**config.mk**
```make
export PLATFORM = sky130hd
export DESIGN_NAME = radix_integer_formatter
export DESIGN_NICKNAME = d
export VERILOG_FILES = /design/src/rtl/rif_pkg.sv /design/src/rtl/rif_alpha_check.sv /design/src/rtl/rif_divider.sv /design/src/rtl/radix_integer_formatter.sv
export SDC_FILE = /design/constraint.sdc
export NUM_CORES = 2
export LEC_CHECK = 0
export BUFFER_PORTS_ARGS = -buffer_cell sky130_fd_sc_hd__buf_2
export CORE_ASPECT_RATIO = 1.2
export CORE_UTILIZATION = 35
export CTS_BUF_LIST = sky130_fd_sc_hd__clkbuf_8
export DETAILED_ROUTE_END_ITERATION = 8
export PLACE_DENSITY = 0.62
export SLEW_MARGIN = 30
export SYNTH_ARGS = -nofsm -noshare
export SYNTH_HDL_FRONTEND = slang
export SYNTH_SLANG_ARGS = --single-unit
```
**constraint.sdc**
```tcl
create_clock -name clk_i -period 6.4 [get_ports clk_i]
set_clock_uncertainty 0.05 [all_clocks]
set_input_delay 0.96 -clock clk_i [delete_from_list [all_inputs] [get_ports clk_i]]
set_output_delay 0.96 -clock clk_i [all_outputs]
set_load 0.02 [all_outputs]
```
**src/rtl/rif_pkg.sv**
```systemverilog
// Shared types, constants and helpers of the radix integer formatter.
package rif_pkg;

  localparam int unsigned NumBits    = 32;
  localparam int unsigned AlphaLen   = 64;
  localparam int unsigned AlphaWords = 8;
  localparam int unsigned WordBits   = 64;
  localparam int unsigned AlphaBits  = AlphaWords * WordBits;
  localparam int unsigned DigitBits  = $clog2(AlphaLen);
  localparam int unsigned RadixBits  = DigitBits + 1;
  localparam int unsigned StackBits  = $clog2(NumBits);
  localparam int unsigned CountBits  = StackBits + 1;
  localparam int unsigned IndexBits  = 8;

  localparam logic [7:0] MinusChar = 8'd45;
  localparam logic [7:0] PlusChar  = 8'd43;
  localparam logic [7:0] LowLimit  = 8'd32;
  localparam logic [7:0] HighLimit = 8'd127;

  typedef logic [AlphaBits-1:0] alpha_t;

  typedef struct packed {
    logic                 busy;
    logic                 ok;
    logic [RadixBits-1:0] radix;
  } alpha_status_t;

  typedef struct packed {
    logic                 start;
    logic [NumBits-1:0]   dividend;
  } div_req_t;

  typedef struct packed {
    logic                 done;
    logic [NumBits-1:0]   quotient;
    logic [DigitBits-1:0] remainder;
  } div_rsp_t;

  typedef enum logic [2:0] {
    StIdle,
    StSign,
    StDivStart,
    StDivWait,
    StEmit
  } fmt_state_e;

  // Pick byte idx out of the alphabet; byte 0 sits in the low bits of word 0.
  function automatic logic [7:0] alpha_byte(input alpha_t a, input logic [DigitBits-1:0] idx);
    return a[{idx, 3'b000} +: 8];
  endfunction

endpackage

```
**src/rtl/rif_alpha_check.sv**
```systemverilog
// Alphabet registers and a serial sweep that finds the radix and checks the digit set.
module rif_alpha_check (
  input  logic                            clk_i,
  input  logic                            rst_ni,
  input  logic                            cfg_we_i,
  input  logic [rif_pkg::IndexBits-1:0]   cfg_index_i,
  input  logic [rif_pkg::WordBits-1:0]    cfg_data_i,
  output rif_pkg::alpha_t                 alpha_o,
  output rif_pkg::alpha_status_t          status_o
);

  logic [rif_pkg::WordBits-1:0]  word_q [rif_pkg::AlphaWords];
  rif_pkg::alpha_t               alpha;
  logic [rif_pkg::DigitBits-1:0] pos_q;
  logic                          busy_q;
  logic                          bad_q;
  logic                          ok_q;
  logic [rif_pkg::RadixBits-1:0] radix_q;
  logic [7:0]                    cur;
  logic                          dup;
  logic                          bad_char;
  logic                          bad_next;

  always_comb begin
    for (int w = 0; w < rif_pkg::AlphaWords; w++) begin
      alpha[w*rif_pkg::WordBits +: rif_pkg::WordBits] = word_q[w];
    end
  end

  assign cur = rif_pkg::alpha_byte(alpha, pos_q);

  // Compare the current byte with every earlier byte; those are all nonzero.
  always_comb begin
    dup = 1'b0;
    for (int j = 0; j < rif_pkg::AlphaLen; j++) begin
      if ((rif_pkg::DigitBits'(j) < pos_q) &&
          (rif_pkg::alpha_byte(alpha, rif_pkg::DigitBits'(j)) == cur)) begin
        dup = 1'b1;
      end
    end
  end

  assign bad_char = (cur <= rif_pkg::LowLimit) || (cur >= rif_pkg::HighLimit) ||
                    (cur == rif_pkg::PlusChar) || (cur == rif_pkg::MinusChar);
  assign bad_next = bad_q || bad_char || dup;

  always_ff @(posedge clk_i or negedge rst_ni) begin
    if (!rst_ni) begin
      for (int w = 0; w < rif_pkg::AlphaWords; w++) begin
        word_q[w] <= '0;
      end
      pos_q   <= '0;
      busy_q  <= 1'b0;
      bad_q   <= 1'b0;
      ok_q    <= 1'b0;
      radix_q <= '0;
    end else if (cfg_we_i) begin
      if (cfg_index_i < rif_pkg::IndexBits'(rif_pkg::AlphaWords)) begin
        word_q[cfg_index_i[$clog2(rif_pkg::AlphaWords)-1:0]] <= cfg_data_i;
        pos_q  <= '0;
        busy_q <= 1'b1;
        bad_q  <= 1'b0;
        ok_q   <= 1'b0;
      end
    end else if (busy_q) begin
      if (cur == 8'd0) begin
        busy_q  <= 1'b0;
        radix_q <= {1'b0, pos_q};
        ok_q    <= (pos_q >= rif_pkg::DigitBits'(2)) && !bad_q;
      end else if (pos_q == rif_pkg::DigitBits'(rif_pkg::AlphaLen - 1)) begin
        busy_q  <= 1'b0;
        radix_q <= rif_pkg::RadixBits'(rif_pkg::AlphaLen);
        ok_q    <= !bad_next;
      end else begin
        pos_q <= pos_q + 1'b1;
        bad_q <= bad_next;
      end
    end
  end

  assign alpha_o         = alpha;
  assign status_o.busy   = busy_q;
  assign status_o.ok     = ok_q;
  assign status_o.radix  = radix_q;

endmodule

```
**src/rtl/rif_divider.sv**
```systemverilog
// Bit-serial restoring divider: one quotient bit per cycle by the radix.
module rif_divider (
  input  logic                            clk_i,
  input  logic                            rst_ni,
  input  logic [rif_pkg::RadixBits-1:0]   radix_i,
  input  rif_pkg::div_req_t               req_i,
  output rif_pkg::div_rsp_t               rsp_o
);

  logic                          busy_q;
  logic                          done_q;
  logic [rif_pkg::StackBits-1:0] cnt_q;
  logic [rif_pkg::NumBits-1:0]   quo_q;
  logic [rif_pkg::DigitBits-1:0] rem_q;
  logic [rif_pkg::RadixBits-1:0] trial;
  logic [rif_pkg::RadixBits-1:0] diff;
  logic                          ge;

  assign trial = {rem_q, quo_q[rif_pkg::NumBits-1]};
  assign ge    = (trial >= radix_i);
  assign diff  = trial - radix_i;

  always_ff @(posedge clk_i or negedge rst_ni) begin
    if (!rst_ni) begin
      busy_q <= 1'b0;
      done_q <= 1'b0;
      cnt_q  <= '0;
    end else begin
      done_q <= 1'b0;
      if (req_i.start) begin
        busy_q <= 1'b1;
        cnt_q  <= '0;
      end else if (busy_q) begin
        cnt_q <= cnt_q + 1'b1;
        if (cnt_q == rif_pkg::StackBits'(rif_pkg::NumBits - 1)) begin
          busy_q <= 1'b0;
          done_q <= 1'b1;
        end
      end
    end
  end

  always_ff @(posedge clk_i) begin
    if (req_i.start) begin
      quo_q <= req_i.dividend;
      rem_q <= '0;
    end else if (busy_q) begin
      quo_q <= {quo_q[rif_pkg::NumBits-2:0], ge};
      rem_q <= ge ? diff[rif_pkg::DigitBits-1:0] : trial[rif_pkg::DigitBits-1:0];
    end
  end

  assign rsp_o.done      = done_q;
  assign rsp_o.quotient  = quo_q;
  assign rsp_o.remainder = rem_q;

endmodule

```
**src/rtl/radix_integer_formatter.sv**
```systemverilog
// Top level of the radix integer formatter: sequencer, digit stack and output register.
//
// Usage:
//   Input channel (in_valid_i / in_ready_o) takes one signed 32-bit word,
//   number_in_i. Output channel (out_valid_o / out_ready_i) gives one word
//   per character: char_out_o and last_char_o, set on the final digit.
//   A negative number opens with '-'. Digits follow most significant first.
//   Configuration: cfg_we_i writes cfg_data_i into alphabet word cfg_index_i
//   (0 to 7, others dropped). Each write starts a sweep over the alphabet bytes
//   that finds the radix and checks the alphabet; input stalls meanwhile.
//   An invalid alphabet swallows the input word and gives no output.
// Flow:
//   Each digit sends a start to the bit-serial divider, waits while it
//   shifts the dividend through, then collects the result and pushes the
//   remainder on the digit stack; the digits then go out from the stack.
//   One item is in flight at a time; in_ready_o rises once the last
//   character sits in the output register.
// Reset: the alphabet clears to zero, so it is invalid until written.
// Stall: a held output word stalls the sign and emit steps until it is taken.
module radix_integer_formatter (
  input  logic                            clk_i,
  input  logic                            rst_ni,
  input  logic                            in_valid_i,
  output logic                            in_ready_o,
  input  logic signed [rif_pkg::NumBits-1:0] number_in_i,
  output logic                            out_valid_o,
  input  logic                            out_ready_i,
  output logic [7:0]                      char_out_o,
  output logic                            last_char_o,
  input  logic                            cfg_we_i,
  input  logic [rif_pkg::IndexBits-1:0]   cfg_index_i,
  input  logic [rif_pkg::WordBits-1:0]    cfg_data_i
);

  rif_pkg::alpha_t        alpha;
  rif_pkg::alpha_status_t status;
  rif_pkg::div_req_t      div_req;
  rif_pkg::div_rsp_t      div_rsp;
  rif_pkg::fmt_state_e    state_q, state_d;

  logic [rif_pkg::NumBits-1:0]   mag_q, mag_d;
  logic [rif_pkg::CountBits-1:0] count_q, count_d;
  logic [rif_pkg::DigitBits-1:0] stack_q [rif_pkg::NumBits];
  logic                          push;
  logic [rif_pkg::StackBits-1:0] top_idx;

  logic       out_valid_q;
  logic [7:0] char_q, char_d;
  logic       last_q, last_d;
  logic       load;
  logic       slot_free;
  logic       accept;

  rif_alpha_check u_check (
    .clk_i       (clk_i),
    .rst_ni      (rst_ni),
    .cfg_we_i    (cfg_we_i),
    .cfg_index_i (cfg_index_i),
    .cfg_data_i  (cfg_data_i),
    .alpha_o     (alpha),
    .status_o    (status)
  );

  rif_divider u_div (
    .clk_i   (clk_i),
    .rst_ni  (rst_ni),
    .radix_i (status.radix),
    .req_i   (div_req),
    .rsp_o   (div_rsp)
  );

  assign slot_free  = !out_valid_q || out_ready_i;
  assign in_ready_o = (state_q == rif_pkg::StIdle) && !status.busy;
  assign accept     = in_valid_i && in_ready_o;
  assign top_idx    = rif_pkg::StackBits'(count_q - 1'b1);

  // Sequence one item: sign, divide digit by digit, then pop the stack.
  always_comb begin
    state_d          = state_q;
    mag_d            = mag_q;
    count_d          = count_q;
    push             = 1'b0;
    load             = 1'b0;
    char_d           = char_q;
    last_d           = last_q;
    div_req.start    = 1'b0;
    div_req.dividend = mag_q;
    unique case (state_q)
      rif_pkg::StIdle: begin
        if (accept && status.ok) begin
          count_d = '0;
          if (number_in_i[rif_pkg::NumBits-1]) begin
            // Unsigned negate keeps the most negative value as 2^(N-1).
            mag_d   = ~number_in_i + 1'b1;
            state_d = rif_pkg::StSign;
          end else begin
            mag_d   = number_in_i;
            state_d = rif_pkg::StDivStart;
          end
        end
      end
      rif_pkg::StSign: begin
        if (slot_free) begin
          load    = 1'b1;
          char_d  = rif_pkg::MinusChar;
          last_d  = 1'b0;
          state_d = rif_pkg::StDivStart;
        end
      end
      rif_pkg::StDivStart: begin
        div_req.start = 1'b1;
        state_d       = rif_pkg::StDivWait;
      end
      rif_pkg::StDivWait: begin
        if (div_rsp.done) begin
          push    = 1'b1;
          count_d = count_q + 1'b1;
          mag_d   = div_rsp.quotient;
          if ((div_rsp.quotient != '0) &&
              (count_q != rif_pkg::CountBits'(rif_pkg::NumBits - 1))) begin
            state_d = rif_pkg::StDivStart;
          end else begin
            state_d = rif_pkg::StEmit;
          end
        end
      end
      rif_pkg::StEmit: begin
        if (slot_free) begin
          load    = 1'b1;
          char_d  = rif_pkg::alpha_byte(alpha, stack_q[top_idx]);
          last_d  = (count_q == rif_pkg::CountBits'(1));
          count_d = count_q - 1'b1;
          if (count_q == rif_pkg::CountBits'(1)) begin
            state_d = rif_pkg::StIdle;
          end
        end
      end
      default: begin
        state_d = rif_pkg::StIdle;
      end
    endcase
  end

  always_ff @(posedge clk_i or negedge rst_ni) begin
    if (!rst_ni) begin
      state_q     <= rif_pkg::StIdle;
      count_q     <= '0;
      out_valid_q <= 1'b0;
    end else begin
      state_q <= state_d;
      count_q <= count_d;
      if (load) begin
        out_valid_q <= 1'b1;
      end else if (out_ready_i) begin
        out_valid_q <= 1'b0;
      end
    end
  end

  // Payload: magnitude, digit stack and output word hold without reset.
  always_ff @(posedge clk_i) begin
    mag_q  <= mag_d;
    char_q <= char_d;
    last_q <= last_d;
    if (push) begin
      stack_q[count_q[rif_pkg::StackBits-1:0]] <= div_rsp.remainder;
    end
  end

  assign out_valid_o = out_valid_q;
  assign char_out_o  = char_q;
  assign last_char_o = last_q;

endmodule
```
==> impl_results.md <==
- Path type of the worst min-delay path: in2reg
- HPWL after detailed placement: around 180,000 um
- PwrDens: roughly 480 mW/mm^2
- Critical path class: reg2reg
- Layout cell share with drive strength beyond 1: 25.82%
- Initial Utilization: between 30% and 40%
- F_max: 0.1544 GHz
- Die height: ~410 um
- Net total in the final layout: 4,770
- Source of the worst register-to-register timing path: u_check.pos_q[1]
- Number of nets with antenna violations after detailed routing: 0
- Average cell area after synthesis: ~11 um^2
- Smallest hold slack: between 0.3 and 0.4 ns
- Launch point of the critical path: u_check.pos_q[1]
- Count of TritonRoute iterations in the first routing pass: 6
- Final worst slack: -0.07577 ns
- Via count of the first global-routing pass: 39,540
- Leakage: 22.57 nW
- Synthesized area: about 0.050 mm^2
- Reg-to-Reg End: u_check.ok_q
- Most instantiated flip-flop cell in the synthesis netlist: dfrtp_1
- Number of buffers between clock root and the deepest sink: 3
- Number of DRC markers in iteration 0: between 5,000 and 6,000
- Core footprint: about 0.14 mm^2
- CP max stage delay: ~0.87 ns
- First-pass GRT wire length: between 300,000 and 400,000 um
- Largest net degree at the start of global routing: approximately 150
- Overall die area: 0.1435 mm^2
- Setup repair after global routing missed its margin: no
- Worst Path Buf+Inv: 3
- Clock insertion delay at the later pin of the skew report: just over 0.9 ns
- Number of clock sinks: ~800
- Standard cell with the maximum stage delay on the critical path: dfrtp_4
- Top cell type's share of synthesized area: 27.45%
- Final-report setup violation count: 2
- Remaining global-route overflow: 0
- Number of pins with negative max-slew slack in the final report: 0
- Relative slew slack: roughly a fifth
- Violations in the final reports: setup timing
- Final hold violations: 0
- Number of flip-flops and latches in the synthesized netlist: approximately 800
- Post-synth top cells: 613 x nand2_1, 545 x dfrtp_1, 525 x mux2_2, 347 x xnor2_1, 265 x edfxtp_1
- Critical path capture point: u_check.ok_q
- Clock slew at the register clock pins of the worst setup and hold paths: about 0.07 ns
- Largest cells by area after synthesis: dfrtp_1 27%, edfxtp_1 16%, mux2_2 12%
- Post-Route Utilization: 39.50%
- DRC violations left: 0
- Overall global routing resource usage: between 30 and 40%
- Logic depth of the worst path, buffers included: 15
- Critical-path maximum fanout: 26
- Final period utilization: 101.2%
- # resized after CTS: 0
- Type of element capturing the critical path: register
- Data required time at the worst endpoint: 7.17 ns
- Post-Syn Instances: approximately 4,500
- Routed vias: 41,290
- Arrival time of data at the critical path endpoint: 7.24 ns
- Number of synthesized flops with an enable pin: between 200 and 300
- Site row count: around 150
- Clock tree from TritonCTS: yes
- Pre-CTS setup slack: between 0.0002 and 0.00025 ns
- Proportion of register bits with asynchronous set or reset after synthesis: around two thirds
- Number of antenna violations at the first check in global routing: 15
- Largest delay share family, worst path: simple AND/OR/NAND/NOR gates
- CP Cell Sequence: buf_4 > mux2_2 > a221oi_1 > a21oi_1 > and2_4 > nor3_4 > buf_4 > xnor2_1 > nor4_1 > nand3_1 > nand4_1 > or4_1 > nor3_1 > buf_4 > a21o_1
- Master cell of the clock root buffer: clkbuf_8
- Worst-case reg-to-reg path depth: 15
- H-tree depth reported by CTS: 4
- Number of input and output port buffers inserted: 119
- Total detailed-routing wirelength: roughly 240,000 um
- Wire length per cell: ~36 um
- Worst supply voltage drop on vdd: 0.3931 mV
- Horizontal die dimension: roughly 350 um
- Library cell appearing most often on the critical path: buf_4
- Synth unique cells: 100
- Number of top-level design ports: between 100 and 150
- Final Critical Period: roughly 6.5 ns
- Outcome: finished with violations
- Final estimated routing congestion in global placement: 1.080
- Area growth from synthesis to layout: 12.07%
- Tot Pwr: between 20 and 30 mW
- Worst reg2reg setup slack: -0.08 ns
- Via-to-Cell Ratio: roughly 6.3
- Worst setup SP type: register
- Most numerous cell in the Yosys netlist: nand2_1
- CTS buffer count: 139
- Post-Syn Nets: between 4,000 and 5,000
- Number of synthesis warnings: 0
- Slew at the pin closest to its max-slew limit: about 1.2 ns
- Sequential cell area fraction in the yosys report: approximately 44%
- Synth area leader: dfrtp_1
- Reported max-cap violation count: 0
[per-stage QoR]
stage                     cells  TNS (ns)  cell area [um^2]
after floorplan            4535         0             49680
after global placement     6333  -0.01105             52770
after detailed placement   6336         0             52850
after CTS                  6584         0             55620
after global routing       6586         0             55650
final                      6595   -0.1115             55680
[final cells by class]
class / count / area, um^2
fill: 13680 / 85270
multi-input combinational: 3322 / 26210
sequential: 816 / 21730
timing repair buffer: 335 / 2552
tap: 1836 / 2297
clock buffer: 155 / 2133
clock inverter: 91 / 613.1
inverter: 29 / 108.9
antenna: 11 / 27.53
[registers in the layout, summed over array words and instances, names as in the netlist]
register / flops
u_check.alpha_o: 512
stack_q: 192
mag_q: 32
u_div.quo_q: 32
char_out_o: 8
u_check.radix_q: 7
count_q: 6
u_check.pos_q: 6
u_div.rem_q: 6
u_div.cnt_q: 5
state_q: 3
last_char_o: 1
out_valid_o: 1
u_check.bad_q: 1
u_check.busy_q: 1
u_check.ok_q: 1
u_div.busy_q: 1
u_div.done_q: 1
[cell usage in the layout, fill, tap and decap left out, types with 95 or more instances in the layout]
cell and count:
edfxtp_1 265, clkbuf_8 155, mux2i_1 166, a211oi_1 131
nand2_1 613, mux2_2 524, dfrtp_1 540, xnor2_1 344
nand3_1 114, nor2_1 108, mux4_2 108, buf_4 189
buf_2 118, and2_1 95, o21ai_0 122
[worst min-delay path by stage]
stage,startpoint,to,slack [ns],cells past startpoint
after floorplan,u_check.radix_q[2],u_check.radix_q[2],0.42,1
after global placement,mag_q[8],u_div.quo_q[8],0.44,2
after detailed placement,u_check.radix_q[2],u_check.radix_q[2],0.44,1
after CTS,cfg_we_i,u_check.busy_q,0.23,2
after global routing,cfg_we_i,u_check.busy_q,0.30,2
final,cfg_data_i[23],u_check.alpha_o[87],0.34,2
[where the power goes]
group	switching [mW]	leakage, nW	internal [mW]
combinational	10.6	11.1	4.87
clock	2.26	1.57	2.51
sequential	0.645	9.91	5.93
total	13.5	22.6	13.3
[per-layer routing]
metal / track usage [%] / vias to the layer above / wire length [um]
met5: 0 / - / 69
met2: 51.73 / 2494 / 108500
li1: - / 17160 / -
met4: 25.38 / 12 / 22240
met1: 38.99 / 20890 / 87080
met3: 5.860 / 729 / 18320
[logic make-up after synthesis]
family | after synthesis | synth area share [%]
adder cells (fa/ha/maj) | 18 | 0.4684
flip-flops | 816 | 43.71
multiplexers | 810 | 20.42
AO/OA/AOI/OAI | 747 | 10.68
buffers and inverters | 397 | 3.964
XOR/XNOR | 410 | 7.243
AND/OR/NAND/NOR | 1337 | 13.51
[what timing repair did]
action                     4_1_cts  5_1_grt
setup endpoints to repair        2        0
hold buffers                     1        0
hold endpoints to repair        29        0
setup buffers                    1        0
No activity file was read; power rests on OpenSTA's default activity.
